$ cat src/rtl/dvrf_pkg.sv
`timescale 1ns / 1ps
// -----------------------------------------------------------------------------
// dvrf_pkg
// Shared types and constants for the deletion vector row filter: store
// geometry, word formats of both channels, operation and status codes.
// -----------------------------------------------------------------------------
package dvrf_pkg;

   // Store and batch geometry.
   localparam int MAX_DELETES   = 4096;
   localparam int BATCH_ROWS    = 64;
   localparam int POSITION_BITS = 48;

   // Derived widths.
   localparam int ADDR_BITS  = $clog2(MAX_DELETES);
   localparam int LEVEL_BITS = $clog2(MAX_DELETES + 1);
   localparam int OFF_BITS   = (BATCH_ROWS > 1) ? $clog2(BATCH_ROWS) : 1;

   // Fixed field widths of the channels.
   localparam int OP_BITS     = 2;
   localparam int COUNT_BITS  = 7;
   localparam int MASK_BITS   = 64;
   localparam int STATUS_BITS = 2;

   // Operation codes.
   typedef enum logic [OP_BITS-1:0] {
      OP_CLEAR  = 2'd0,
      OP_APPEND = 2'd1,
      OP_FILTER = 2'd2
   } op_type;

   // Status codes.
   typedef enum logic [STATUS_BITS-1:0] {
      STATUS_OK    = 2'd0,
      STATUS_FULL  = 2'd1,
      STATUS_ORDER = 2'd2
   } status_type;

   // Request word.
   typedef struct packed {
      logic [OP_BITS-1:0]       op;
      logic [POSITION_BITS-1:0] position;
      logic [COUNT_BITS-1:0]    batch_count;
   } req_type;

   // Response word.
   typedef struct packed {
      logic [MASK_BITS-1:0]   keep_mask;
      logic [COUNT_BITS-1:0]  kept_count;
      logic [STATUS_BITS-1:0] status;
   } rsp_type;

   // Read request from the filter engine to the store.
   typedef struct packed {
      logic                 en;
      logic [ADDR_BITS-1:0] addr;
   } mem_rd_type;

endpackage

$ cat src/rtl/dvrf_filter.sv
`timescale 1ns / 1ps
// -----------------------------------------------------------------------------
// dvrf_filter
// Filter engine: binary search for the first stored deletion at or after the
// batch start, then a streaming walk over the deletions inside the batch.
// -----------------------------------------------------------------------------
module dvrf_filter import dvrf_pkg::*; (
   input  logic                     clock,
   input  logic                     reset,
   input  logic                     start,
   input  req_type                  cmd,
   input  logic [LEVEL_BITS-1:0]    fill_level,
   output mem_rd_type               mem_rd,
   input  logic [POSITION_BITS-1:0] rd_data,
   output logic                     busy,
   output logic                     res_valid,
   output rsp_type                  res
);

   typedef enum logic [1:0] {
      ST_IDLE,
      ST_SEARCH,
      ST_COMPARE,
      ST_WALK
   } state_type;

   state_type                state_ff, state_in;
   logic [POSITION_BITS-1:0] key_ff, key_in;
   logic [COUNT_BITS-1:0]    count_ff, count_in;
   logic [LEVEL_BITS-1:0]    lo_ff, lo_in;
   logic [LEVEL_BITS-1:0]    hi_ff, hi_in;
   logic [LEVEL_BITS-1:0]    mid_ff, mid_in;
   logic [LEVEL_BITS-1:0]    ptr_ff, ptr_in;
   logic                     pend_ff, pend_in;
   logic [MASK_BITS-1:0]     mask_ff, mask_in;
   logic [COUNT_BITS-1:0]    kept_ff, kept_in;
   logic                     valid_ff, valid_in;

   logic [COUNT_BITS-1:0]    sat_count;
   logic [LEVEL_BITS:0]      mid_sum;
   logic [LEVEL_BITS-1:0]    mid;
   logic [POSITION_BITS-1:0] offset;
   logic                     in_range;
   logic                     more;

   // Batch count saturates at the batch width.
   assign sat_count = (cmd.batch_count > COUNT_BITS'(BATCH_ROWS)) ?
                      COUNT_BITS'(BATCH_ROWS) : cmd.batch_count;

   // Midpoint of the half-open search interval.
   assign mid_sum = {1'b0, lo_ff} + {1'b0, hi_ff};
   assign mid     = mid_sum[LEVEL_BITS:1];

   // A deletion belongs to the batch when its distance from the start is
   // below the count; the search guarantees it is not below the start.
   assign offset   = rd_data - key_ff;
   assign in_range = offset < POSITION_BITS'(count_ff);
   assign more     = ptr_ff < fill_level;

   // Next-state logic.
   always_comb begin
      state_in = state_ff;
      key_in   = key_ff;
      count_in = count_ff;
      lo_in    = lo_ff;
      hi_in    = hi_ff;
      mid_in   = mid_ff;
      ptr_in   = ptr_ff;
      pend_in  = 1'b0;
      mask_in  = mask_ff;
      kept_in  = kept_ff;
      valid_in = 1'b0;
      mem_rd   = '0;
      case (state_ff)
         ST_IDLE: begin
            if (start) begin
               key_in   = cmd.position;
               count_in = sat_count;
               mask_in  = MASK_BITS'(~({BATCH_ROWS{1'b1}} << sat_count));
               kept_in  = sat_count;
               lo_in    = '0;
               hi_in    = fill_level;
               if (sat_count == '0) begin
                  valid_in = 1'b1;
               end else begin
                  state_in = ST_SEARCH;
               end
            end
         end
         ST_SEARCH: begin
            if (lo_ff < hi_ff) begin
               mem_rd.en   = 1'b1;
               mem_rd.addr = mid[ADDR_BITS-1:0];
               mid_in      = mid;
               state_in    = ST_COMPARE;
            end else begin
               ptr_in   = lo_ff;
               state_in = ST_WALK;
            end
         end
         ST_COMPARE: begin
            if (rd_data < key_ff) begin
               lo_in = mid_ff + LEVEL_BITS'(1);
            end else begin
               hi_in = mid_ff;
            end
            state_in = ST_SEARCH;
         end
         ST_WALK: begin
            // Check the word read last cycle while the next read goes out.
            if (pend_ff && in_range) begin
               mask_in = mask_ff & ~(MASK_BITS'(1) << offset[OFF_BITS-1:0]);
               kept_in = kept_ff - COUNT_BITS'(1);
            end
            if ((pend_ff && !in_range) || (!pend_ff && !more)) begin
               valid_in = 1'b1;
               state_in = ST_IDLE;
            end else if (more) begin
               mem_rd.en   = 1'b1;
               mem_rd.addr = ptr_ff[ADDR_BITS-1:0];
               ptr_in      = ptr_ff + LEVEL_BITS'(1);
               pend_in     = 1'b1;
            end
         end
         default: begin
            state_in = ST_IDLE;
         end
      endcase
   end

   // State and registered outputs.
   always_ff @(posedge clock) begin
      if (reset) begin
         state_ff <= ST_IDLE;
         pend_ff  <= 1'b0;
         valid_ff <= 1'b0;
      end else begin
         state_ff <= state_in;
         pend_ff  <= pend_in;
         valid_ff <= valid_in;
      end
      key_ff   <= key_in;
      count_ff <= count_in;
      lo_ff    <= lo_in;
      hi_ff    <= hi_in;
      mid_ff   <= mid_in;
      ptr_ff   <= ptr_in;
      mask_ff  <= mask_in;
      kept_ff  <= kept_in;
   end

   assign busy           = (state_ff != ST_IDLE);
   assign res_valid      = valid_ff;
   assign res.keep_mask  = mask_ff;
   assign res.kept_count = kept_ff;
   assign res.status     = STATUS_OK;

endmodule

$ cat config.mk
export PLATFORM = sky130hd
export DESIGN_NAME = dvrf_filter
export DESIGN_NICKNAME = d
export VERILOG_FILES = /design/src/rtl/dvrf_pkg.sv /design/src/rtl/dvrf_filter.sv
export SDC_FILE = /design/constraint.sdc
export NUM_CORES = 1
export LEC_CHECK = 0
export ABC_AREA = 1
export CAP_MARGIN = 30
export CORE_MARGIN = 4
export CORE_UTILIZATION = 50
export DETAILED_ROUTE_END_ITERATION = 10
export DONT_BUFFER_PORTS = 1
export PLACE_DENSITY = 0.66
export SLEW_MARGIN = 20
export SYNTH_ARGS = -nofsm -noshare
export SYNTH_HDL_FRONTEND = slang
export SYNTH_SLANG_ARGS = --single-unit
$ cat constraint.sdc
create_clock -name clock -period 8.45 [get_ports clock]
set_input_delay 1.69 -clock clock [delete_from_list [all_inputs] [get_ports clock]]
set_output_delay 1.69 -clock clock [all_outputs]
set_load 0.02 [all_outputs]
Word level (Yosys, flattened, before mapping)
Index checks and enable logic that the tools add are counted.
Operators by class
  add/subtract/negate cells: 5
  magnitude comparators: 5
  equal/unequal tests: 12
  shifts and indexed selects: 2
  multiplexer cells: 31
  bitwise gates (word level): 4
  reductions and logical operators: 21
Operators by type and width (number)
  $mux W13: 10
  $mux W64: 2
  $not A64 Y64: 2
  $pmux W64 S2: 1
  $pmux W13 S2: 4
  $and A64 B64 Y64: 1
  $shl A1 B6 Y64 const A: 1
  $shl A64 B7 Y64 const A: 1
  $lt A48 B48 Y1: 1
  $lt A48 B7 Y1: 1
  $sub A48 B48 Y48: 1
  $add A13 B1 Y13 const B: 2
  $lt A13 B13 Y1: 2
  $mux W7: 3
  $ne A2 B2 Y1 const B: 9
  $add A13 B13 Y14: 1
  $pmux W7 S2: 1
  $reduce_and A3 Y1: 4
  $pmux W2 S4: 1
  $reduce_bool A2 Y1: 4
  $gt A7 B7 Y1 const B: 1
  $logic_not A7 Y1: 1
  $sub A7 B1 Y7 const B: 1
  $mux W2: 3
  other kinds (12): 22
Word-level totals
  bits in registers: 182
  bits of input ports: 121
  output and inout port bits: 88
  logic and storage cells: 91

Logic depth before layout (Yosys ltp)
  depth after elaboration: 7
  mapped depth: 25
  depth with buffers taken out: 25

Worst setup path after synthesis
Ideal clock, no wire load.
  path kind: input to register
  start: in rd_data[0]
  end: reg kept_ff[0], enable pin
  library setup time: 0.524 ns
  data arrival time: 7.546 ns
  data required time: 7.926 ns
  slack: 0.380 ns
  cell stages on the path: 18
  buffers on the path: 1
  cell sequence: inv_1 ha_1 inv_1 fa_1 nand3_1 nand3_1 xor2_1 clkbuf_1 ha_1 nand3_1 nand2_1 nand2_1 nand3_1 nor2_1 nand3_1 nor2_1 nand4_2 a21oi_1
On the way
  cells in the longest elaborated chain, start to end: 5
RTL lines
  start, declared: line dvrf_filter.sv:14  | input logic [POSITION_BITS-1:0] rd_data,
  $sub A48 B48 Y48: line dvrf_filter.sv:56  | assign offset = rd_data - key_ff;
  $lt A48 B7 Y1: line dvrf_filter.sv:57  | assign in_range = offset < POSITION_BITS'(count_ff);
  $logic_and A1 B1 Y1: line dvrf_filter.sv:111  | if (pend_ff && in_range) begin
  $ne A2 B2 Y1 (no line)
  $reduce_and A3 Y1 (no line)
  end signal, assigned: line dvrf_filter.sv:149  | kept_ff <= kept_in;
  end, declared: line dvrf_filter.sv:36  | logic [COUNT_BITS-1:0] kept_ff, kept_in;
Every way passes these cells.
A chain may end at the register's enable or synchronous reset.

==> metrics.txt <==
status=finished, final reports clean; RePlAce Congestion=0.974; synthesized area per cell=between 7 and 8 sq um; Reg area=5430 sq um; design area=15000 sq um; Layout area overhead=7.80%; clk slew on worst S/H paths=approximately 0.080 ns; gate count of the mapped netlist=about 1900; Sw Ratio=a little under half; Tmin final=6.81 ns; Max Cap Violations=0; Die ar.=30600 sq um; ant diodes=0; post-DP HPWL=around 31000 um; Clock Latency Late Sink=0.45 ns; fin crit share=a little over 80%; fmax=approximately 150 MHz; PostCTS Resize Cnt=0; antenna-violating nets left=0; Worst-Margin Slew=a little over 0.9 ns; synth top area cells=edfxtp_1, nand2_1, inv_1, ha_1, nand3_1; die width=about 170 um; switching power=2.32 mW; leakage=about 7 nW; 1st-iter DRT viols=about 1000; Starting Density=just over 50%; critical path cell sequence=inv_1 > ha_1 > inv_1 > fa_1 > nand2_1 > inv_1 > nor2_1 > ha_1 > nand2_1 > o21ai_0 > nand3_1 > nand2_1 > nand2_1 > nand3_1 > nor2_1 > nand3_1 > nor2_1 > nand4_2 > nand2_2 > nand3_4 > o21ai_0 > buf_4; sequential power share=about two fifths; Total Wirelength=between 40000 and 50000 um; hold_ws=roughly 0.55 ns; largest buffer count on any clock path=2; Hold Fails Final Rpt=0; synthesized flop and latch total=roughly 180; Yosys warnings=0; Core Box Area=approximately 27000 sq um; most frequent cell after synthesis=nand2_1; share of post-route cells with drive strength above 1=roughly 4.6%; H-tree levels=4; Top FF cell, synth=edfxtp_1; WP data required=just under 7 ns; Wirelength per Cell=~17 um; Clock power frac=between 15 and 20%; Setup Skew=approximately 0.018 ns; final cell utilization of the core=approximately 55%; Yosys top cell area share=a little under two fifths; VDD IR max=0.213 mV; PwrDens=between 300 and 400 nW/um^2; Seq/Total Area, Yosys=between 30% and 40%; number of global-route vias before repair=12366; Critical Path Start Type=input pin; Max Slew Vio Count=0; slowest CP cell=fa_1; Max transition margin=between 30% and 40%; EDFF count, synth=approximately 180; synthesized cell area=13900 sq um; CP endpoint kind=output pin; I/O Buffers=0; # fillers=2657; async set-reset flop share out of synthesis=0%; # Post-CTS Setup Buffers=0; crit path max fanout=14; Post-synth top cells=nand2_1, inv_1, nor2_1, edfxtp_1, nand3_1; combinational share of power=approximately 44%; Int Power=2.59 mW; Core Rows=60; Critical Path AT=just over 5 ns; via count of the routed design=12616; unique cell type count in the Yosys netlist=49; initial antenna violation count=0; RSZ-0062 raised after global routing=false; largest net degree at the start of global routing=83; GRT overflow=0; cell at the root of the clock tree=clkbuf_16; first-pass GRT wire length=roughly 64000 um; Crit Path Class=in2out; DRT Pass-1 Iters=7; delay-heaviest family, CP=simple AND/OR/NAND/NOR gates; setup TNS=0 ns; hold buffer count at cts=0; dpl cell area=14400 sq um; number of buffers created by CTS=17; Residual DRC=0; Worst Hold Class=reg2reg; Power, Total=just under 5 mW; Crit path top cell by count=nand2_1; CP peak stage delay=0.42 ns; CP bufs+invs=4; CTS tree=done; Synth area leader=edfxtp_1; multi-input logic area=7050 sq um; CTS Sinks=182; Total GRT Usage=about a quarter; IO Pins=209; die height=roughly 170 um; final setup vio count=0; nets=around 2100; routed vias/inst=between 5 and 6
-- worst register-to-register path, stage by stage, from the launching register on --
cell	delay, ns
edfxtp_1	0.34
ha_1	0.13
inv_1	0.08
fa_1	0.42
nand2_1	0.10
inv_1	0.05
nor2_1	0.36
ha_1	0.32
nand2_1	0.06
o21ai_0	0.08
nand3_1	0.07
nand2_1	0.05
nand2_1	0.10
nand3_1	0.08
nor2_1	0.15
nand3_1	0.13
nor2_1	0.18
nand4_2	0.20
nand3_1	0.15
o2111ai_1	0.10
inv_1	0.56
-- flip-flops by register name, summed over array words and instances (netlist names) --
| register | flops |
|---|---|
| mid_ff | 13 |
| hi_ff | 13 |
| mask_ff | 64 |
| key_ff | 48 |
| res_valid | 1 |
| pend_ff | 1 |
| kept_ff | 7 |
| count_ff | 7 |
| state_ff | 2 |
| lo_ff | 13 |
| ptr_ff | 13 |
-- power by group through the flow --
stage	Clock (mW)	Sequential, mW	Combinational [mW]
floorplan	0	1.89	1.54
global route	0.875	1.99	2.42
finish	0.824	1.95	2.14
detailed placement	0	1.97	2.10
CTS	0.835	1.95	2.11
global placement	0	1.96	2.03
-- through the flow --
| step | worst slack (ns) | std cells |
|---|---|---|
| 3_5_place_dp | 1.63 | 2274 |
| 6_report | 1.64 | 2307 |
| 3_3_place_gp | 1.73 | 2272 |
| 5_1_grt | 1.30 | 2307 |
| 2_1_floorplan | 0.380 | 1924 |
| 4_1_cts | 1.63 | 2306 |
-- cell type report --
cell class / instances / share of cell area [%]
clock buffers: 19 / 2.88
clock inverters: 13 / 1.02
inverters: 353 / 8.82
multi-input cells: 1353 / 47.0
flip-flops and latches: 182 / 36.1
well taps: 372 / 3.10
repair buffers: 15 / 1.07
-- logic make-up after synthesis --
| family | Yosys count | share of synthesized area (%) |
|---|---|---|
| adder cells (fa/ha/maj) | 99 | 9.00 |
| buffers and inverters | 389 | 10.6 |
| AND/OR/NAND/NOR | 987 | 29.5 |
| other | 1 | 0.0269 |
| XOR/XNOR | 26 | 1.63 |
| AO/OA/AOI/OAI | 239 | 10.3 |
| flip-flops | 182 | 38.9 |
-- worst paths after layout --
| path | from | cells past startpoint | to | slack, ns |
|---|---|---|---|---|
| setup / recovery | rd_data[0] | 22 | mem_rd[1] | 1.64 |
| hold / removal | state_ff[1]$_SDFFE_PP0P_ | 2 | state_ff[1]$_SDFFE_PP0P_ | 0.55 |
| setup reg to reg | key_ff[0]$_DFFE_PP_ | 20 | ptr_ff[0]$_DFFE_PP_ | 4.35 |
| hold reg to reg | state_ff[1]$_SDFFE_PP0P_ | 2 | state_ff[1]$_SDFFE_PP0P_ | 0.55 |
-- cells in the final DEF (no fill, tap or decap), drive strengths merged --
| cell type | count |
|---|---|
| buf | 15 |
| o211ai | 26 |
| o21bai | 15 |
| inv | 358 |
| clkbuf | 19 |
| ha | 97 |
| a21boi | 4 |
| o311ai | 7 |
| nor2 | 192 |
| o31ai | 3 |
| or2 | 3 |
| xor2 | 21 |
| and2 | 3 |
| dfxtp | 4 |
| a31o | 2 |
| nand4 | 27 |
| nor3b | 1 |
| xnor2 | 5 |
| nand3 | 149 |
| edfxtp | 178 |
| clkinv | 7 |
| a21o | 2 |
| a311o | 1 |
| a31oi | 3 |
| nand2 | 583 |
| o2111ai | 3 |
| a21oi | 92 |
| bufinv | 1 |
| o221ai | 1 |
| o22ai | 3 |
| o21ai | 74 |
| conb | 2 |
| nor3 | 20 |
| nand3b | 8 |
| fa | 2 |
| and3 | 1 |
| o21a | 2 |
| a32oi | 1 |
-- per-layer routing --
metal / global-route usage, % / vias to the layer above / part of all wire [%]
li1: - / 6229 / -
met1: 32.6 / 5804 / 41
met2: 43.0 / 482 / 46
met3: 6.90 / 101 / 8.8
met4: 9.98 / 0 / 3.8
met5: 0 / - / 0
Power figures use the tool's default switching activity.
